`src/design/tfa_pkg.sv`:
```
// Shared constants and control/status types of the two-region frame allocator.
package tfa_pkg;

  localparam int NUM_FRAMES    = 131072;
  localparam int KERNEL_REGION = 1024;

  localparam int FRAME_W = $clog2(NUM_FRAMES);
  localparam int WORD_W  = 32;
  localparam int LANE_W  = $clog2(WORD_W);
  localparam int WORDS   = (NUM_FRAMES + WORD_W - 1) / WORD_W;
  localparam int ADDR_W  = FRAME_W - LANE_W;
  localparam int CFG_W   = 18;
  localparam int CMP_W   = (FRAME_W + 1 > CFG_W) ? FRAME_W + 1 : CFG_W;
  localparam int OP_W    = 2;
  localparam int CFG_IDX_W = 2;

  localparam int KERNEL_TOP      = (KERNEL_REGION < NUM_FRAMES) ? KERNEL_REGION : NUM_FRAMES;
  localparam bit USER_NONEMPTY   = (KERNEL_REGION < NUM_FRAMES);
  localparam int KERNEL_TOP_WORD = (KERNEL_TOP - 1) / WORD_W;
  localparam int USER_BASE_WORD  = USER_NONEMPTY ? KERNEL_REGION / WORD_W : 0;
  localparam int USER_TOP_WORD   = WORDS - 1;

  localparam logic [OP_W-1:0] OP_ALLOC_KERNEL = 2'd0;
  localparam logic [OP_W-1:0] OP_ALLOC_USER   = 2'd1;
  localparam logic [OP_W-1:0] OP_FREE         = 2'd2;

  localparam logic [CFG_IDX_W-1:0] CFG_RESERVED   = 2'd0;
  localparam logic [CFG_IDX_W-1:0] CFG_HOLE_START = 2'd1;
  localparam logic [CFG_IDX_W-1:0] CFG_HOLE_END   = 2'd2;

  localparam logic [CFG_W-1:0] RESERVED_RST   = 18'd0;
  localparam logic [CFG_W-1:0] HOLE_START_RST = 18'd3840;
  localparam logic [CFG_W-1:0] HOLE_END_RST   = 18'd4096;

  typedef struct packed {
    logic clear;
    logic load;
    logic scan;
  } cmd_t;

  typedef struct packed {
    logic clear_done;
    logic finish;
  } status_t;

endpackage

```
`src/design/tfa_ctrl.sv`:
```
// Controller state machine: map clearing pass, transaction acceptance and scan sequencing.
module tfa_ctrl (
  input  logic             clk,
  input  logic             rst_n,
  input  logic             start,
  input  tfa_pkg::status_t status,
  output tfa_pkg::cmd_t    cmd,
  output logic             busy
);

  typedef enum logic [1:0] {
    ST_IDLE,
    ST_CLEAR,
    ST_SCAN
  } state_t;

  state_t state_r, state_nxt;
  logic   busy_r;

  always_comb begin
    state_nxt = state_r;
    unique case (state_r)
      ST_IDLE:  if (start) state_nxt = ST_SCAN;
      ST_CLEAR: if (status.clear_done) state_nxt = ST_IDLE;
      ST_SCAN:  if (status.finish) state_nxt = ST_IDLE;
      default:  state_nxt = ST_IDLE;
    endcase
  end

  always_ff @(posedge clk) begin
    if (!rst_n) begin
      state_r <= ST_CLEAR;
      busy_r  <= 1'b1;
    end else begin
      state_r <= state_nxt;
      busy_r  <= (state_nxt != ST_IDLE);
    end
  end

  assign cmd.clear = (state_r == ST_CLEAR);
  assign cmd.load  = (state_r == ST_IDLE) && start;
  assign cmd.scan  = (state_r == ST_SCAN);
  assign busy      = busy_r;

endmodule

```
`config.mk`:
```
export PLATFORM = sky130hd
export DESIGN_NAME = tfa_ctrl
export DESIGN_NICKNAME = d
export VERILOG_FILES = /design/src/design/tfa_pkg.sv /design/src/design/tfa_ctrl.sv
export SDC_FILE = /design/constraint.sdc
export NUM_CORES = 1
export LEC_CHECK = 0
export ABC_AREA = 1
export CAP_MARGIN = 15
export CORE_AREA = 2 2 39 41
export DETAILED_ROUTE_END_ITERATION = 10
export DIE_AREA = 0 0 41 43
export DONT_BUFFER_PORTS = 1
export SLEW_MARGIN = 20
export SYNTH_ARGS = -nofsm -noshare
export SYNTH_HDL_FRONTEND = slang
export SYNTH_SLANG_ARGS = --single-unit
```
`constraint.sdc`:
```
create_clock -name clk -period 0.8 [get_ports clk]
set_input_delay 0.04 -clock clk [delete_from_list [all_inputs] [get_ports clk]]
set_output_delay 0.04 -clock clk [all_outputs]
set_load 0.05 [all_outputs]
```
# Word level (Yosys, flattened, before mapping)
# Cells that the tools add are included.
# W data, S select, Z words.
dict set report totals {
  regBits 3
  input_bits 5
  output_inout_bits 4
  wordCells 11
}
dict set report classes {
  eq_ne 2
  n_mux 4
  reduce_logical 3
}
# operator count
set ops {}
lappend ops {{$mux W2} 3}
lappend ops {{$pmux W2 S3} 1}
lappend ops {{$eq A2 B1 Y1 const B} 1}
lappend ops {{$eq A2 B2 Y1 const B} 1}
lappend ops {{$logic_not A2 Y1} 1}
lappend ops {{$reduce_bool A2 Y1} 1}
lappend ops {{$logic_and A1 B1 Y1} 1}

# Longest topological paths before layout
# Gate-level depths: netlist of run 1.
dict set report depth {
  ltp_word 3
  mapped_depth 5
  mapped_depth_nobuf 5
}

# Worst setup path after synthesis of run 1
# OpenSTA, ideal clock, no wires.
dict set report synth_timing {
  kind {reg-to-output}
  startpoint {register state_r[0]}
  endpoint {output port cmd[2] (netlist bit)}
  arrival_time_ps 1043
  required_time_ps 760
  path_slack_ps -283
  path_stages_with_launch 3
  path_cell_list {dfxtp_1 -> inv_1 -> nor2_1}
}
# item line_no
set synth_rtl {}
lappend synth_rtl {{from (decl)} tfa_ctrl.sv:17} ;# state_t state_r, state_nxt;
lappend synth_rtl {{from (signal assigned)} tfa_ctrl.sv:35} ;# state_r <= state_nxt;
lappend synth_rtl {{to (decl)} tfa_ctrl.sv:7} ;# output tfa_pkg::cmd_t cmd,

==> results.toml, run 1 <==
[min_path]
hold_end = "state_r[0]$_SDFF_PN1_"
hp-start = "status[1]"
hold_class = "in -> reg"
min_path_cells = 3

[global_route]
grt_pass1_vias = 144
grt_overflow = 0
grt_antenna_before_repair = 0
grt_first_pass_wirelength_um = 441
grt_max_degree = 5
grtUsageTotal = 0.0431

[placed_design]
gp_congestion = 0.453
dp_hpwl_um = 242
portBuffers = 0

[yosys]
yosys-top-cells-area = "dfxtp_1 (45%), inv_1 (17%), nand2_1 (8.5%)"
synth_fp_nets = 25
yosysMostFrequentCell = "inv_1"
synth_cell_type_count = 8
yosys.area.top_type_share = 0.453
synth-main-ff-cell = "dfxtp_1"
yosysSeqAreaShare = 0.453
synth-edff-count = 0
synth_common_cells = "inv_1 (6), dfxtp_1 (3), nand2_1 (3), nor2_1 (3), nand3_1 (2)"
syn_area_um2 = 133
async_flop_share = 0
ys_ff_latch = 3
synth_cells = 20
yosysWarnings = 0
yosys.area.top_type = "dfxtp_1"
avgSynthCellArea_um2 = 6.63

[critical_path]
regToRegStartpoint = "state_r[1]$_SDFF_PN0_"
path_class = "reg -> out"
critPathRequiredTime_ns = 0.76
worst_ep_arrival_time_ns = 0.95
crit_fanout = 4
rrSetupSlack_ns = -0.06
start_kind = "register"
r2r_cells = 6
r2r_end = "busy$_SDFF_PN1_"
end_kind = "output pin"

[power_and_ir_drop]
intPower_uw = 408
p_per_area_nw_per_um2 = 1940
pwr-share-comb = 0.254
power_switching_uw = 172
p_leak_uw = 0.000132
ir_drop_mv = 0.394
swShare = 0.296
p_clk_frac = 0.454
p_seq_frac = 0.292

[sta]
hold_viol = 0
slew_headroom = 0.835
fin_ws_ns = -0.195
tightest_slew_ns = 0.247
fmaxAchievable_mhz = 1010
maxSlewViolCount = 0
rsz0062_at_grt = "true"
finClkSkew_ns = 0.00413
period_minus_slack_ns = 0.995
setup-tns-final_ns = -0.668
setup_viol = 5
post-route-period-util = 1.24

[layout]
seq_area_um2 = 67.6
area_growth_syn_to_layout_pct = 125
final_core_util = 0.216
final_layout_size_suffix_gt1_frac = 0.581
fill_cells = 165
multiInputGateArea_um2 = 75.1
antennaDiodeCount = 0
final_nets = 37

[run_status]
violations = "setup timing"
status = "complete, but fails checks"

[routing]
antenna_left = 0
drc = 0
viasPerCell = 3.34
route.detailed.wl_per_inst_um = 6.36
vias = 157
drtPass1Iterations = 1
wl_um = 299
first_iter_violations = 0

[cts]
cts_sinks = 3
clkTransAtPathRegs_ns = 0.04
cts_max_level = 1
clock_path_buffers = 2
clock_latency_ns = 0.23
cts-buffers-inserted = 3
cts_tree = "built"
cts_root_buf = "clkbuf_4"

[floorplanning]
ios = 9
dieArea_um2 = 1760
core-area_um2 = 1380
die_width_um = 41
die_h_um = 43
rows = 14
initial_core_util = 0.0958

[job]
cap_violations = 0
how the worst max path moves through the flow:
stage,startpoint,to,slack [ns],depth (start not counted)
floorplan,state_r[0]$_SDFF_PN1_,cmd[2],-0.04,2
global placement,state_r[1]$_SDFF_PN0_,cmd[1],-0.03,3
detailed placement,state_r[1]$_SDFF_PN0_,cmd[1],-0.03,3
global route,state_r[0]$_SDFF_PN1_,cmd[1],-0.24,3
finish,state_r[1]$_SDFF_PN0_,cmd[1],-0.19,3
CTS,state_r[0]$_SDFF_PN1_,cmd[1],-0.19,3
timing repair:
| action | 4_1_cts | 5_1_grt |
|---|---|---|
| setup endpoints to repair | 4 | 5 |
| gates cloned | 0 | 0 |
| gates resized for setup | 4 | 4 |
| pin swaps | 5 | 2 |
| endpoints found under the hold margin | 3 | 0 |
| hold buffers | 1 | 0 |
| buffers inserted | 1 | 0 |
cell type report:
cell class	count	share of cell area
Tap cell	16	0.0669
Inverter	7	0.100
Sequential cell	3	0.226
Clock buffer	4	0.0879
Timing Repair Buffer	7	0.268
Multi-Input combinational cell	10	0.251
power groups by stage:
stage / Combinational (µW) / Sequential [µW] / Clock [µW]
floorplan: 62.7 / 187 / 0
global placement: 126 / 171 / 0
detailed placement: 127 / 172 / 0
CTS: 146 / 170 / 276
global route: 156 / 171 / 298
finish: 147 / 169 / 263
cells in the final DEF, fill, tap and decap left out:
master,netlist,final
nand2_1,3,2
a21boi_2,0,1
clkinv_1,1,1
nand2_2,1,2
inv_1,6,5
nand3_1,2,2
nor2_4,0,3
buf_4,0,4
dfxtp_1,3,1
clkbuf_4,0,3
clkinvlp_4,0,1
dlygate4sd3_1,0,1
buf_12,0,2
dfxtp_4,0,2
clkbuf_1,0,1
kinds of logic after synthesis:
kind of cell           synth area share
DFF                               0.453
AOI/OAI and AO/OA                0.0566
buffers and inverters             0.198
and+or+nand+nor                   0.292
critical path: stages, from the launching register on:
cell and delay (ns):
dfxtp_4 0.36, nor2_4 0.04, nand2_2 0.08, clkinvlp_4 0.24
through the flow:
step	instance area (µm²)	power, µW	setup slack (ns)	hold slack (ns)	cells
floorplan	144	250	-0.0397	0.122	20
global placement	226	297	-0.0279	0.129	41
detailed placement	226	298	-0.0297	0.127	41
CTS	285	593	-0.192	0.00520	47
global route	299	625	-0.243	0.0228	47
finish	299	579	-0.195	0.00776	47
sequential cells by signal, indices dropped and copies added, names as in the netlist:
name,flops
busy,1
state_r,2
per-layer routing:
| metal | vias to the layer above | global-route usage | wire [µm] |
|---|---|---|---|
| met3 | 0 | 0.0157 | 27 |
| li1 | 79 | - | - |
| met5 | - | 0 | 0 |
| met1 | 71 | 0.0319 | 98 |
| met4 | 0 | 0.0800 | 0 |
| met2 | 7 | 0.0563 | 173 |
Power figures use the tool's default switching activity.
==> run 2, diff against run 1 <==
==> constraint.sdc (replaced) <==
create_clock -name clk -period 0.8 [get_ports clk]
set_input_delay 0.12 -clock clk [delete_from_list [all_inputs] [get_ports clk]]
set_output_delay 0.12 -clock clk [all_outputs]
set_load 0.05 [all_outputs]
==> run 2 against run 1 <==
The flow still finishes with violations (setup timing). Routed wire length grew 5.0%. Final cell count grew 2.1%. Clock power is essentially flat. Via count shrank 1.3%. Worst hold slack gained 0.033 ns. First-iteration DRC count grew 1. Die area is the same.
==> results.toml, run 2 (same netlist as run 1, synthesis figures left out) <==
[run_status]
status = "complete, but fails checks"
violations = "setup timing"

[sta]
finClkSkew_ns = 0.00171
fmaxAchievable_mhz = 940
fin_ws_ns = -0.264
worst_hold_slack_ns = 0.0411
maxSlewViolCount = 0
slew_headroom = 0.835
hold_viol = 0
post-route-period-util = 1.33
period_minus_slack_ns = 1.06
tightest_slew_ns = 0.248
setup_viol = 5
rsz0062_at_grt = "true"

[placed_design]
dp_slack_ns = -0.0829
dp_cells = 42
dpl_cell_area_um2 = 259
portBuffers = 0
gp_congestion = 0.539

[cts]
cts_sinks = 3
cts_max_level = 1
cts-buffers-inserted = 3
clock_path_buffers = 2
clkTransAtPathRegs_ns = 0.04
cts_root_buf = "clkbuf_4"
clock_latency_ns = 0.23
cts_tree = "built"

[routing]
first_iter_violations = 1
viasPerCell = 3.23
drc = 0
wl_um = 314
antenna_left = 0
vias = 155
route.detailed.wl_per_inst_um = 6.54
drtPass1Iterations = 2

[min_path]
hp-start = "rst_n"
hold_end = "state_r[1]$_SDFF_PN0_"
hold_class = "in -> reg"
min_path_cells = 1

[power_and_ir_drop]
p_leak_uw = 0.000143
power_uw = 594
p_per_area_nw_per_um2 = 1880
ir_drop_mv = 0.508

[critical_path]
rrSetupSlack_ns = -0.05
critPathRequiredTime_ns = 0.68
path_class = "reg -> out"
cp_slowest_stage_delay_ns = 0.32
worst_ep_arrival_time_ns = 0.94
critical_path_buf_inv_count = 1
critical_path.top_delay_family = "flip-flops"
slowest_stage = "dfxtp_2"
end_kind = "output pin"
start_kind = "register"
crit_fanout = 3
regToRegStartpoint = "state_r[1]$_SDFF_PN0_"
r2r_end = "busy$_SDFF_PN1_"
r2r_cells = 5
path_cells = "nor2_2 -> nand2_2 -> clkinvlp_4"

[global_route]
grtUsageTotal = 0.0562
grt_antenna_before_repair = 0
grt_pass1_vias = 145
grt_first_pass_wirelength_um = 503
grt_max_degree = 4
grt_overflow = 0

[layout]
largest_reg_flops = 2
final_nets = 38
final_area_um2 = 317
final_cells = 48
mostFrequentLayoutCell = "inv_1"
area_growth_syn_to_layout_pct = 139
final_cell_mix = "inv_1 (4), clkbuf_4 (3), buf_12 (3), buf_4 (3)"
regMostFlops = "state_r"
final_layout_size_suffix_gt1_frac = 0.656
antennaDiodeCount = 0

[floorplanning]
dieArea_um2 = 1760
die_h_um = 43
core-area_um2 = 1380
rows = 14
die_width_um = 41
initial_core_util = 0.0958
ios = 9

[job]
cap_violations = 0
[run 2: how the worst max path moves through the flow]
stage / from / end / slack, ns / cells after the start
final: state_r[0]$_SDFF_PN1_ / cmd[1] / -0.26 / 3
after global routing: state_r[0]$_SDFF_PN1_ / cmd[1] / -0.32 / 3
after CTS: state_r[0]$_SDFF_PN1_ / cmd[0] / -0.27 / 3
after detailed placement: state_r[1]$_SDFF_PN0_ / cmd[1] / -0.08 / 3
after global placement: state_r[1]$_SDFF_PN0_ / cmd[1] / -0.08 / 3
after floorplan: state_r[1]$_SDFF_PN0_ / cmd[1] / -0.09 / 3
[run 2: area by class of cell]
| cell class | instances | area (µm²) |
|---|---|---|
| inverters | 7 | 30.0 |
| fillers | 156 | 1070 |
| multi-input cells | 10 | 70.1 |
| well taps | 16 | 20.0 |
| flip-flops and latches | 3 | 66.3 |
| repair buffers | 8 | 104 |
| clock buffers | 4 | 26.3 |
[run 2: repair_timing]
action                                  CTS  global route
resized for setup                         3             2
pin swaps                                 5             1
endpoints found under the setup margin    5             6
buffers inserted                          1             0
endpoints found under the hold margin     1             0
hold buffers                              1             0
[run 2: per-layer routing]
layer,vias to the layer above,share of wire,global-route usage,routed length (µm)
li1,79,-,-,-
met1,70,0.43,0.0386,135
met2,6,0.48,0.0531,151
met3,0,0.086,0.0785,27
met4,0,0,0.0800,0
met5,-,0,0,0
[run 2: through the flow]
| stage | utilization | TNS, ns |
|---|---|---|
| final | 0.229 | -0.841 |
| after global placement | 0.187 | -0.176 |
| after CTS | 0.223 | -0.917 |
| after global routing | 0.229 | -1.15 |
| after floorplan | - | -0.102 |
| after detailed placement | 0.187 | -0.194 |
[run 2: where the power goes]
group | internal, µW | switching, µW
sequential | 162 | 8.82
clock | 187 | 73.8
combinational | 76.3 | 86.9
==> run 3, diff against run 2 <==
--- a/config.mk
+++ b/config.mk
@@ -11,6 +11,7 @@
 export DETAILED_ROUTE_END_ITERATION = 10
 export DIE_AREA = 0 0 41 43
 export DONT_BUFFER_PORTS = 1
+export SKIP_CTS_REPAIR_TIMING = 1
 export SLEW_MARGIN = 20
 export SYNTH_ARGS = -nofsm -noshare
 export SYNTH_HDL_FRONTEND = slang
==> run 3 against run 2 <==
The run still ends with setup timing left. Worst hold slack lost 0.0062 ns. Non-clock buffer count is the same. Power grew 0.26%. Via count grew 3.9%. Routed wire length grew 8.6%. Register-to-register slack lost 0.02 ns. Sequential share of layout area shrank 0.16 points. Maximum frequency shrank 2.8%. Largest cell class unchanged.
==> results.toml, run 3 (same netlist as run 1, synthesis figures left out) <==
[run_status]
status = "complete, but fails checks"
violations = "setup timing"

[global_route]
grt_pass1_vias = 136
grt_first_pass_wirelength_um = 496
grt_overflow = 0
grtUsageTotal = 0.0562
grt_antenna_before_repair = 0
grt_max_degree = 4

[critical_path]
critPathRequiredTime_ns = 0.68
rrSetupSlack_ns = -0.07
end_kind = "output pin"
r2r_end = "busy$_SDFF_PN1_"
start_kind = "register"
crit_fanout = 3
r2r_cells = 6
startpoint = "state_r[1]$_SDFF_PN0_"
worst_ep_arrival_time_ns = 0.97
regToRegStartpoint = "state_r[1]$_SDFF_PN0_"
path_class = "reg -> out"

[cts]
clock_latency_ns = 0.23
cts_tree = "built"
cts_root_buf = "clkbuf_4"
clkTransAtPathRegs_ns = 0.04
cts-buffers-inserted = 3
clock_path_buffers = 2
cts_sinks = 3
cts_max_level = 1

[layout]
largest_reg_flops = 2
final_nets = 38
final_layout_size_suffix_gt1_frac = 0.688
final_core_util = 0.231
final_cell_mix = "inv_1 (4), buf_4 (4), clkbuf_4 (3), buf_12 (3)"
antennaDiodeCount = 0
area_growth_syn_to_layout_pct = 141
final_area_um2 = 319
final_cells = 48
regMostFlops = "state_r"

[routing]
antenna_left = 0
wl_um = 341
drc = 0
route.detailed.wl_per_inst_um = 7.10
viasPerCell = 3.35
first_iter_violations = 1
drtPass1Iterations = 2
vias = 161

[floorplanning]
rows = 14
dieArea_um2 = 1760
die_width_um = 41
initial_core_util = 0.0958
die_h_um = 43
ios = 9
core-area_um2 = 1380

[power_and_ir_drop]
ir_drop_mv = 0.509
p_leak_uw = 0.000144
swShare = 0.290
pwr-share-comb = 0.275
power_switching_uw = 173
intPower_uw = 423
p_clk_frac = 0.438
p_per_area_nw_per_um2 = 1870
p_seq_frac = 0.287

[min_path]
hold_end = "state_r[1]$_SDFF_PN0_"
hold_class = "in -> reg"
hp-start = "rst_n"
min_path_cells = 1

[sta]
finClkSkew_ns = 0.00160
fmaxAchievable_mhz = 914
fin_ws_ns = -0.294
hold_viol = 0
post-route-period-util = 1.37
maxSlewViolCount = 0
setup-tns-final_ns = -0.901
slew_headroom = 0.834
rsz0062_at_grt = "true"
period_minus_slack_ns = 1.09
setup_viol = 5
tightest_slew_ns = 0.248

[placed_design]
portBuffers = 0
gp_congestion = 0.539
dp_slack_ns = -0.0829
dpl_cell_area_um2 = 259
dp_cells = 42

[job]
cap_violations = 0
[run 3: cell counts in the layout (fill, tap and decap cells not counted)]
No cell type changed its count.
[run 3: layer usage]
layer / GRT usage / wire (µm)
met5: 0 / 0
met4: 0.0800 / 0
met3: 0.0890 / 32
met2: 0.0531 / 172
met1: 0.0322 / 136
[run 3: critical path: stages (launching register included)]
cell and delay (ns):
dfxtp_4 0.34, nor2_2 0.11, nand2_2 0.09, clkinvlp_4 0.20
[run 3: area by class of cell]
class / count / area, µm²
Clock buffer: 4 / 26.3
Fill cell: 160 / 1060
Inverter: 7 / 30.0
Multi-Input combinational cell: 10 / 76.3
Sequential cell: 3 / 66.3
Tap cell: 16 / 20.0
Timing Repair Buffer: 8 / 100
[run 3: worst max path at each step]
stage | to | slack, ns | depth (start not counted)
2_1_floorplan | cmd[1] | -0.09 | 3
3_3_place_gp | cmd[1] | -0.08 | 3
3_5_place_dp | cmd[1] | -0.08 | 3
4_1_cts | cmd[1] | -0.34 | 3
5_1_grt | cmd[1] | -0.34 | 3
6_report | cmd[1] | -0.29 | 3
[run 3: power by group through the flow]
stage	Combinational (µW)	Clock, µW	Sequential (µW)
final	164	261	171
after global routing	172	301	172
after CTS	149	273	168
after detailed placement	149	0	171
after global placement	148	0	171
after floorplan	67.2	0	188
[run 3: through the flow]
stage / hold WS [ns] / power [µW]
floorplan: 0.202 / 255
global placement: 0.207 / 319
CTS: -0.0378 / 591
detailed placement: 0.208 / 320
global route: 0.0183 / 645
finish: 0.0349 / 596
